### config.mk
export PLATFORM = sky130hd
export DESIGN_NAME = onset_beat_accuracy_grader
export DESIGN_NICKNAME = d
export VERILOG_FILES = /design/src/rtl/core/ogr_pkg.sv /design/src/rtl/core/ogr_front.sv /design/src/rtl/core/ogr_queue.sv /design/src/rtl/core/ogr_back.sv /design/src/rtl/core/onset_beat_accuracy_grader.sv
export SDC_FILE = /design/constraint.sdc
export NUM_CORES = 2
export LEC_CHECK = 0
export ABC_AREA = 1
export BUFFER_PORTS_ARGS = -buffer_cell sky130_fd_sc_hd__buf_4
export CAP_MARGIN = 20
export CORE_MARGIN = 3
export CORE_UTILIZATION = 60
export CTS_BUF_LIST = sky130_fd_sc_hd__clkbuf_4
export DETAILED_ROUTE_END_ITERATION = 10
export PLACE_DENSITY = 0.8
export SYNTH_ARGS = -nofsm -noshare
export SYNTH_HDL_FRONTEND = slang
export SYNTH_SLANG_ARGS = --single-unit
export TNS_END_PERCENT = 10
### constraint.sdc
create_clock -name clk_i -period 8.8 [get_ports clk_i]
set_clock_uncertainty 0.05 [all_clocks]
set_input_delay 1.32 -clock clk_i [delete_from_list [all_inputs] [get_ports clk_i]]
set_output_delay 1.32 -clock clk_i [all_outputs]
set_load 0.02 [all_outputs]
### src/rtl/core/ogr_pkg.sv
// Shared types, widths and constants of the onset beat accuracy grader.
`default_nettype none

package ogr_pkg;

  // Longest block before it is closed without an end mark.
  localparam int unsigned MaxBlock = 4096;

  localparam int unsigned CountW  = $clog2(MaxBlock + 1);
  localparam int unsigned SampleW = 16;
  localparam int unsigned SqW     = 31;
  localparam int unsigned ThrW    = 15;
  localparam int unsigned RateW   = 18;
  localparam int unsigned OffsetW = 12;
  localparam int unsigned FrameW  = 48;
  localparam int unsigned EnergyW = SqW - 1 + CountW;
  localparam int unsigned ProdW   = 2 * ThrW + CountW;
  localparam int unsigned DiffW   = 32;
  localparam int unsigned CfgW    = RateW;
  localparam int unsigned QDepth  = 4;
  localparam int unsigned QPtrW   = $clog2(QDepth);

  localparam logic [DiffW-1:0] DiffMax = {1'b0, {(DiffW - 1){1'b1}}};
  localparam logic [DiffW-1:0] DiffMin = {1'b1, {(DiffW - 1){1'b0}}};

  // Configuration register indexes.
  localparam logic CfgSampleRate = 1'b0;
  localparam logic CfgThreshold  = 1'b1;

  localparam logic [RateW-1:0] SampleRateReset = RateW'(44100);
  localparam logic [ThrW-1:0]  ThresholdReset  = ThrW'(3277);

  typedef enum logic [1:0] {
    GradePerfect = 2'd0,
    GradeEarly   = 2'd1,
    GradeLate    = 2'd2
  } grade_e;

  typedef enum logic [1:0] {
    OpBeat   = 2'd0,
    OpSample = 2'd1,
    OpClose  = 2'd2
  } op_kind_e;

  typedef struct packed {
    logic                      cmd;
    logic signed [SampleW-1:0] sample;
    logic                      block_end;
    logic [OffsetW-1:0]        beat_offset;
  } in_item_t;

  typedef struct packed {
    grade_e                  grade;
    logic signed [DiffW-1:0] diff_frames;
  } out_item_t;

  // Classified operation handed from the front to the back.
  typedef struct packed {
    op_kind_e           kind;
    logic [SqW-1:0]     sq;
    logic [CountW-1:0]  count;
    logic [OffsetW-1:0] beat_offset;
  } op_t;

  typedef struct packed {
    logic full;
    logic empty;
  } q_stat_t;

endpackage

`default_nettype wire

### src/rtl/core/ogr_front.sv
// Front end: accepts items, squares samples, counts the block and classifies.
`default_nettype none

module ogr_front
  import ogr_pkg::*;
(
  input  wire logic     clk_i,
  input  wire logic     rst_ni,
  input  wire logic     push_i,
  output logic          full_o,
  input  wire in_item_t in_i,
  input  wire q_stat_t  q_stat_i,
  output logic          q_push_o,
  output op_t           q_op_o
);

  logic              valid_q, valid_d;
  op_t               op_q, op_d;
  logic [CountW-1:0] count_q, count_d;
  logic [CountW-1:0] count_inc;
  logic              close;
  logic              accept;
  logic signed [2*SampleW-1:0] square;

  assign full_o   = valid_q && q_stat_i.full;
  assign accept   = push_i && !full_o;
  assign q_push_o = valid_q && !q_stat_i.full;
  assign q_op_o   = op_q;

  assign square    = in_i.sample * in_i.sample;
  assign count_inc = count_q + CountW'(1);
  assign close     = in_i.block_end || (count_inc >= CountW'(MaxBlock));

  always_comb begin
    valid_d = valid_q;
    op_d    = op_q;
    count_d = count_q;
    if (q_push_o) begin
      valid_d = 1'b0;
    end
    if (accept) begin
      valid_d          = 1'b1;
      op_d.sq          = square[SqW-1:0];
      op_d.count       = count_inc;
      op_d.beat_offset = in_i.beat_offset;
      if (in_i.cmd) begin
        op_d.kind = OpBeat;
      end else if (close) begin
        op_d.kind = OpClose;
        count_d   = '0;
      end else begin
        op_d.kind = OpSample;
        count_d   = count_inc;
      end
    end
  end

  always_ff @(posedge clk_i or negedge rst_ni) begin
    if (!rst_ni) begin
      valid_q <= 1'b0;
      count_q <= '0;
    end else begin
      valid_q <= valid_d;
      count_q <= count_d;
    end
  end

  always_ff @(posedge clk_i) begin
    op_q <= op_d;
  end

endmodule

`default_nettype wire

### src/rtl/core/ogr_queue.sv
// Short queue of classified operations between the front and the back.
`default_nettype none

module ogr_queue
  import ogr_pkg::*;
(
  input  wire logic clk_i,
  input  wire logic rst_ni,
  input  wire logic push_i,
  input  wire op_t  op_i,
  input  wire logic pop_i,
  output q_stat_t   stat_o,
  output op_t       op_o
);

  op_t              mem_q [QDepth];
  logic [QPtrW-1:0] wr_q, rd_q;
  logic [QPtrW:0]   cnt_q;
  logic             do_push, do_pop;

  assign stat_o.full  = (cnt_q == (QPtrW + 1)'(QDepth));
  assign stat_o.empty = (cnt_q == '0);
  assign do_push      = push_i && !stat_o.full;
  assign do_pop       = pop_i && !stat_o.empty;
  assign op_o         = mem_q[rd_q];

  always_ff @(posedge clk_i or negedge rst_ni) begin
    if (!rst_ni) begin
      wr_q  <= '0;
      rd_q  <= '0;
      cnt_q <= '0;
    end else begin
      if (do_push) begin
        wr_q <= wr_q + QPtrW'(1);
      end
      if (do_pop) begin
        rd_q <= rd_q + QPtrW'(1);
      end
      if (do_push && !do_pop) begin
        cnt_q <= cnt_q + (QPtrW + 1)'(1);
      end else if (do_pop && !do_push) begin
        cnt_q <= cnt_q - (QPtrW + 1)'(1);
      end
    end
  end

  always_ff @(posedge clk_i) begin
    if (do_push) begin
      mem_q[wr_q] <= op_i;
    end
  end

endmodule

`default_nettype wire

### src/rtl/core/ogr_back.sv
// Back end: energy and frame bookkeeping, onset decision, grading and result queue.
`default_nettype none

module ogr_back
  import ogr_pkg::*;
(
  input  wire logic             clk_i,
  input  wire logic             rst_ni,
  input  wire q_stat_t          q_stat_i,
  input  wire op_t              q_op_i,
  output logic                  q_pop_o,
  input  wire logic [RateW-1:0] sample_rate_i,
  input  wire logic [ThrW-1:0]  threshold_i,
  input  wire logic             pop_i,
  output logic                  empty_o,
  output out_item_t             out_o
);

  // Threshold squared, refreshed every cycle from the register.
  logic [2*ThrW-1:0] thr2_q;

  // Block bookkeeping.
  logic [EnergyW-1:0] energy_q;
  logic [FrameW-1:0]  frame_q, beat_q, hit_q;

  // Decision stage, loaded by a block close.
  logic               b_valid_q;
  logic [EnergyW-1:0] b_energy_q;
  logic [ProdW-1:0]   b_prod_q;
  logic [FrameW-1:0]  b_start_q;
  logic [FrameW:0]    b_diff_q;

  // Result queue of two entries.
  out_item_t  res_q [2];
  logic       res_wr_q, res_rd_q;
  logic [1:0] res_cnt_q;
  logic       res_full, res_pop;

  logic              advance, pop_op, loud, apart, perfect, hit_raw, fire;
  logic [FrameW-1:0] since;
  logic [18:0]       since_x10;
  logic [FrameW:0]   mag;
  logic [20:0]       mag_x200, rate_x3;
  logic [FrameW:DiffW-1] diff_top;
  out_item_t         result;

  // Onset test: block energy against threshold squared times the sample count.
  assign loud = b_energy_q > b_prod_q;

  // Debounce: ten times the distance must exceed the sample rate. A distance of
  // 2^15 frames or more passes for any rate the register can hold.
  assign since     = b_start_q - hit_q;
  assign since_x10 = (19'(since[14:0]) << 3) + (19'(since[14:0]) << 1);
  assign apart     = (since[FrameW-1:15] != '0) || (since_x10 > 19'(sample_rate_i));

  assign hit_raw = loud && apart;
  assign advance = !(b_valid_q && hit_raw && res_full);
  assign fire    = b_valid_q && hit_raw && !res_full;
  assign pop_op  = advance && !q_stat_i.empty;
  assign q_pop_o = pop_op;

  // Perfect window: 200 times the distance below three times the sample rate.
  assign mag      = b_diff_q[FrameW] ? (~b_diff_q + (FrameW + 1)'(1)) : b_diff_q;
  assign mag_x200 = (21'(mag[12:0]) << 7) + (21'(mag[12:0]) << 6) + (21'(mag[12:0]) << 3);
  assign rate_x3  = 21'(sample_rate_i) + (21'(sample_rate_i) << 1);
  assign perfect  = (mag[FrameW:13] == '0) && (mag_x200 < rate_x3);
  assign diff_top = b_diff_q[FrameW:DiffW-1];

  always_comb begin
    priority if (perfect) begin
      result.grade = GradePerfect;
    end else if (b_diff_q[FrameW]) begin
      result.grade = GradeEarly;
    end else begin
      result.grade = GradeLate;
    end
    priority if ((diff_top == '0) || (diff_top == '1)) begin
      result.diff_frames = b_diff_q[DiffW-1:0];
    end else if (b_diff_q[FrameW]) begin
      result.diff_frames = DiffMin;
    end else begin
      result.diff_frames = DiffMax;
    end
  end

  always_ff @(posedge clk_i) begin
    thr2_q <= threshold_i * threshold_i;
  end

  always_ff @(posedge clk_i or negedge rst_ni) begin
    if (!rst_ni) begin
      energy_q  <= '0;
      frame_q   <= '0;
      beat_q    <= '0;
      hit_q     <= '0;
      b_valid_q <= 1'b0;
    end else begin
      if (fire) begin
        hit_q <= b_start_q;
      end
      if (advance) begin
        b_valid_q <= pop_op && (q_op_i.kind == OpClose);
      end
      if (pop_op) begin
        unique case (q_op_i.kind)
          OpBeat: begin
            beat_q <= frame_q + FrameW'(q_op_i.beat_offset);
          end
          OpSample: begin
            energy_q <= energy_q + EnergyW'(q_op_i.sq);
          end
          OpClose: begin
            energy_q <= '0;
            frame_q  <= frame_q + FrameW'(q_op_i.count);
          end
          default: begin
            energy_q <= energy_q;
          end
        endcase
      end
    end
  end

  always_ff @(posedge clk_i) begin
    if (pop_op && (q_op_i.kind == OpClose)) begin
      b_energy_q <= energy_q + EnergyW'(q_op_i.sq);
      b_prod_q   <= thr2_q * q_op_i.count;
      b_start_q  <= frame_q;
      b_diff_q   <= {1'b0, frame_q} - {1'b0, beat_q};
    end
  end

  assign res_full = (res_cnt_q == 2'd2);
  assign empty_o  = (res_cnt_q == 2'd0);
  assign res_pop  = pop_i && !empty_o;
  assign out_o    = res_q[res_rd_q];

  always_ff @(posedge clk_i or negedge rst_ni) begin
    if (!rst_ni) begin
      res_wr_q  <= 1'b0;
      res_rd_q  <= 1'b0;
      res_cnt_q <= 2'd0;
    end else begin
      if (fire) begin
        res_wr_q <= ~res_wr_q;
      end
      if (res_pop) begin
        res_rd_q <= ~res_rd_q;
      end
      if (fire && !res_pop) begin
        res_cnt_q <= res_cnt_q + 2'd1;
      end else if (res_pop && !fire) begin
        res_cnt_q <= res_cnt_q - 2'd1;
      end
    end
  end

  always_ff @(posedge clk_i) begin
    if (fire) begin
      res_q[res_wr_q] <= result;
    end
  end

endmodule

`default_nettype wire

### src/rtl/core/onset_beat_accuracy_grader.sv
// Top level of the onset beat accuracy grader: configuration registers and wiring.
// Throughput is one item per cycle while the operation queue has room; it backs up when the
// result queue is full and a detected onset waits. A block-closing sample with an onset
// passes the front register, the operation queue, the decision stage and the result queue.
// Reset is asynchronous and active low; it clears counters, frame state and queues
// and loads the register defaults, with no clearing pass afterwards.
`default_nettype none

module onset_beat_accuracy_grader
  import ogr_pkg::*;
(
  input  wire logic            clk_i,
  input  wire logic            rst_ni,
  input  wire logic            push,
  output logic                 full,
  input  wire in_item_t        in_i,
  output logic                 empty,
  input  wire logic            pop,
  output out_item_t            out_o,
  input  wire logic            cfg_we_i,
  input  wire logic            cfg_idx_i,
  input  wire logic [CfgW-1:0] cfg_wdata_i
);

  logic [RateW-1:0] sample_rate_q;
  logic [ThrW-1:0]  threshold_q;
  q_stat_t          q_stat;
  logic             q_push, q_pop;
  op_t              q_op_in, q_op_out;

  always_ff @(posedge clk_i or negedge rst_ni) begin
    if (!rst_ni) begin
      sample_rate_q <= SampleRateReset;
      threshold_q   <= ThresholdReset;
    end else if (cfg_we_i) begin
      unique case (cfg_idx_i)
        CfgSampleRate: sample_rate_q <= cfg_wdata_i[RateW-1:0];
        CfgThreshold:  threshold_q   <= cfg_wdata_i[ThrW-1:0];
      endcase
    end
  end

  ogr_front u_front (
    .clk_i    (clk_i),
    .rst_ni   (rst_ni),
    .push_i   (push),
    .full_o   (full),
    .in_i     (in_i),
    .q_stat_i (q_stat),
    .q_push_o (q_push),
    .q_op_o   (q_op_in)
  );

  ogr_queue u_queue (
    .clk_i  (clk_i),
    .rst_ni (rst_ni),
    .push_i (q_push),
    .op_i   (q_op_in),
    .pop_i  (q_pop),
    .stat_o (q_stat),
    .op_o   (q_op_out)
  );

  ogr_back u_back (
    .clk_i         (clk_i),
    .rst_ni        (rst_ni),
    .q_stat_i      (q_stat),
    .q_op_i        (q_op_out),
    .q_pop_o       (q_pop),
    .sample_rate_i (sample_rate_q),
    .threshold_i   (threshold_q),
    .pop_i         (pop),
    .empty_o       (empty),
    .out_o         (out_o)
  );

  // A perfect grade implies a distance small enough to need no saturation.
  a_perfect_small : assert property (@(posedge clk_i) disable iff (!rst_ni)
    (!empty && (out_o.grade == GradePerfect)) |->
      ((out_o.diff_frames[DiffW-1:13] == '0) || (out_o.diff_frames[DiffW-1:13] == '1)))
    else $error("perfect grade with a large distance");

  a_early_neg : assert property (@(posedge clk_i) disable iff (!rst_ni)
    (!empty && (out_o.grade == GradeEarly)) |-> out_o.diff_frames[DiffW-1])
    else $error("early grade with a non-negative distance");

  a_late_pos : assert property (@(posedge clk_i) disable iff (!rst_ni)
    (!empty && (out_o.grade == GradeLate)) |-> !out_o.diff_frames[DiffW-1])
    else $error("late grade with a negative distance");

  a_queue_state : assert property (@(posedge clk_i) disable iff (!rst_ni)
    !(q_stat.full && q_stat.empty))
    else $error("operation queue both full and empty");

endmodule

`default_nettype wire
==> flow_summary.toml <==
[die]
die_h_um = 355.3
num_io_pins = 90
core_area_mm2 = 0.1204
start_util_pct = 60.78
dieArea_mm2 = 0.1263
fp.dieW_um = 355.3
rows = 127

[grt]
antenna_found_initial = 4
grt_use_total_pct = 30.48
grt-ovfl-total = 0
grt_max_degree = 157
grt_pass1_wl_mm = 306.3
grt_pass1_vias = 59507

[worst_setup_path]
critPathCaptureType = "flip-flop"
start_kind = "flip-flop"
arrival_ps = 8450
critical_path_class = "flip-flop to flip-flop"
path_max_fanout = 31
required_ps = 9680

[hold_path]
hp-class = "primary input to asynchronous set/reset pin"

[placed_design]
dp_cells = 10124
dp_slack_ps = 1154
gp_congestion = 0.9862
place_hpwl_mm = 147.0
port_buffers = 89

[timing]
fmax_mhz = 132.0
min_period_ps = 7577
grt_setup_unrepaired = "false"
hold_viol = 0
worst_pin_slew_ps = 1045
drv_slew = 0
setup_tns_ps = 0
min_period_over_period_pct = 86.10
maxSlewHeadroom_pct = 30.33
fin_ws_ps = 1223
finalSetupViolCount = 0

[cts]
cts_root_buffer = "clkbuf_4"
ctsHoldBuffers = 0
htreeDepth = 4
cts_tree = "yes"
cts_setup_buffers = 0
cts_sinks = 811
clk_pin_slew_ps = 70
clk_latency_ps = 1210
clk_path_buf_depth = 3
ctsResizeCount = 0
numCtsBuffers = 206

[cells_and_area]
drive_above_1_share_pct = 6.162
stdcell_count = 10517
multi_input_area_mm2 = 0.04300
nNetsFinal = 10017
areaGrowthSynthToFinish_pct = 6.797
layout_common_cells = "1,942 x nand2_1, 1,679 x inv_1, 711 x nor2_1, 695 x fa_1, 544 x ha_1"
final_common_cell = "nand2_1"
ff_latch_area_mm2 = 0.02285
fill_cells = 9990

[logic_synthesis]
synth_area_mm2 = 0.07321
async_flop_share_pct = 30.33
netlist_instances = 8633
ys_ff_latch = 811
yosys_warnings = 0
synth_edf_count = 536
avgSynthCellArea_um2 = 8.481
seq_area_frac_synth_pct = 31.21
synth_cell_type_count = 61
synth-main-ff-cell = "edfxtp_1"

[routing]
drc_errors = 0
totalWireLength_mm = 188.9
drt_iter0_markers = 5072
wl_per_cell_um = 17.96
ant_nets = 0
vias = 58300
drtPass1Iterations = 8
viasPerCell = 5.543

[flow_run]
cap_violations = 0

[outcome]
status = "finished clean"
## layer usage
layer  share of wire [%]  GRT usage, %  up-vias
met5               0.014             0        -
met1                  39         38.39    27992
met4                 4.7         13.95        2
met3                 7.0         5.017      493
li1                    -             -    27539
met2                  49         51.70     2274
## critical path, stage by stage, from the launching register on
cell,delay [ps]
dfrtp_4,610
inv_2,440
buf_4,320
nand2_1,90
nand3_1,90
nand2_1,190
inv_1,450
buf_4,360
nand2_1,120
fa_1,580
fa_1,440
fa_1,500
fa_1,510
inv_1,50
fa_1,440
ha_1,370
a21oi_1,180
inv_1,80
a31oi_1,160
o21ai_0,100
a21oi_1,220
o21ai_0,180
a21oi_1,330
o21ai_0,200
a21oi_1,190
xnor2_1,90
## synth_stat cells, types with 7 or more instances
library cell | count | area share [%]
a21boi_0 | 8 | 0.082
a21o_1 | 21 | 0.22
a21oi_1 | 393 | 2.7
a31oi_1 | 44 | 0.38
and3_1 | 7 | 0.060
buf_1 | 34 | 0.17
buf_2 | 25 | 0.17
buf_4 | 11 | 0.11
clkbuf_1 | 190 | 0.97
clkinv_1 | 7 | 0.036
dfrtp_1 | 233 | 8.0
dfstp_2 | 13 | 0.47
dfxtp_1 | 29 | 0.79
edfxtp_1 | 536 | 22
fa_1 | 695 | 19
ha_1 | 546 | 9.3
inv_1 | 1682 | 8.6
inv_2 | 14 | 0.072
nand2_1 | 1942 | 10
nand2_2 | 8 | 0.068
nand3_1 | 219 | 1.5
nand3b_1 | 11 | 0.11
nand4_1 | 195 | 1.7
nor2_1 | 717 | 3.7
nor3_1 | 73 | 0.50
nor4_1 | 29 | 0.25
o211ai_1 | 14 | 0.14
o21a_1 | 20 | 0.21
o21ai_0 | 344 | 2.4
o21ai_1 | 41 | 0.28
o21bai_1 | 18 | 0.18
o221ai_1 | 9 | 0.11
o22ai_1 | 41 | 0.35
or2_2 | 13 | 0.11
xnor2_1 | 125 | 1.5
xor2_1 | 270 | 3.2
## logic make-up (layout without fill, tap and decap cells)
group | after synthesis | after routing | synth area share (%)
simple gates | 3229 | 3229 | 18.09
other cells | 2 | 25 | 0.01026
flops | 811 | 811 | 31.21
compound gates | 987 | 987 | 7.376
xor+xnor | 398 | 398 | 4.792
fa+ha+maj | 1241 | 1241 | 28.33
buf+inv | 1965 | 2214 | 10.19
## worst paths after layout
kind | startpoint | end | slack, ps | depth (start not counted)
max | u_queue.rd_q[0] | u_back.b_prod_q[36] | 1220 | 25
min | rst_ni | u_front.valid_q | 120 | 1
max reg2reg | u_queue.rd_q[0] | u_back.b_prod_q[36] | 1220 | 25
min reg2reg | u_front.q_op_o[39] | u_queue.mem_q[3][39] | 400 | 0
max in group asynchronous | rst_ni | u_back.hit_q[7] | 7110 | 2
min in group clk_i | in_i[8] | u_front.q_op_o[8] | 260 | 1
## registers in the layout (all words and copies together), names as in the netlist, 2 cells and up
name,flops
u_queue.mem_q,228
u_back.res_q,68
u_front.q_op_o,57
u_back.b_diff_q,49
u_back.b_start_q,48
u_back.beat_q,48
u_back.frame_q,48
u_back.hit_q,48
u_back.b_energy_q,43
u_back.b_prod_q,43
u_back.energy_q,43
u_back.thr2_q,29
sample_rate_q,18
threshold_q,15
u_front.count_q,13
u_queue.cnt_q,3
u_back.res_cnt_q,2
u_queue.rd_q,2
u_queue.wr_q,2
## through the flow
step | utilization, % | hold slack, ps | area [um^2]
5_1_grt | 64.91 | 64.34 | 78190
3_5_place_dp | 62.55 | 408.4 | 75340
6_report | 64.92 | 122.7 | 78190
3_3_place_gp | 62.52 | 405.8 | 75300
4_1_cts | 64.86 | 89.14 | 78120
2_1_floorplan | - | 344.2 | 73260
## layout make-up
type	count	share of cell area [%]
Inverter	1703	8.182
Sequential cell	811	29.23
Antenna cell	12	0.03840
Multi-Input combinational cell	5868	55.00
Clock buffer	304	2.919
Clock inverter	75	0.6433
Tap cell	1612	2.580
Timing Repair Buffer	132	1.415
Power is left out: the tool's default activity adds up to more than one toggle a clock period on the data nets, which glitch-free logic cannot reach.
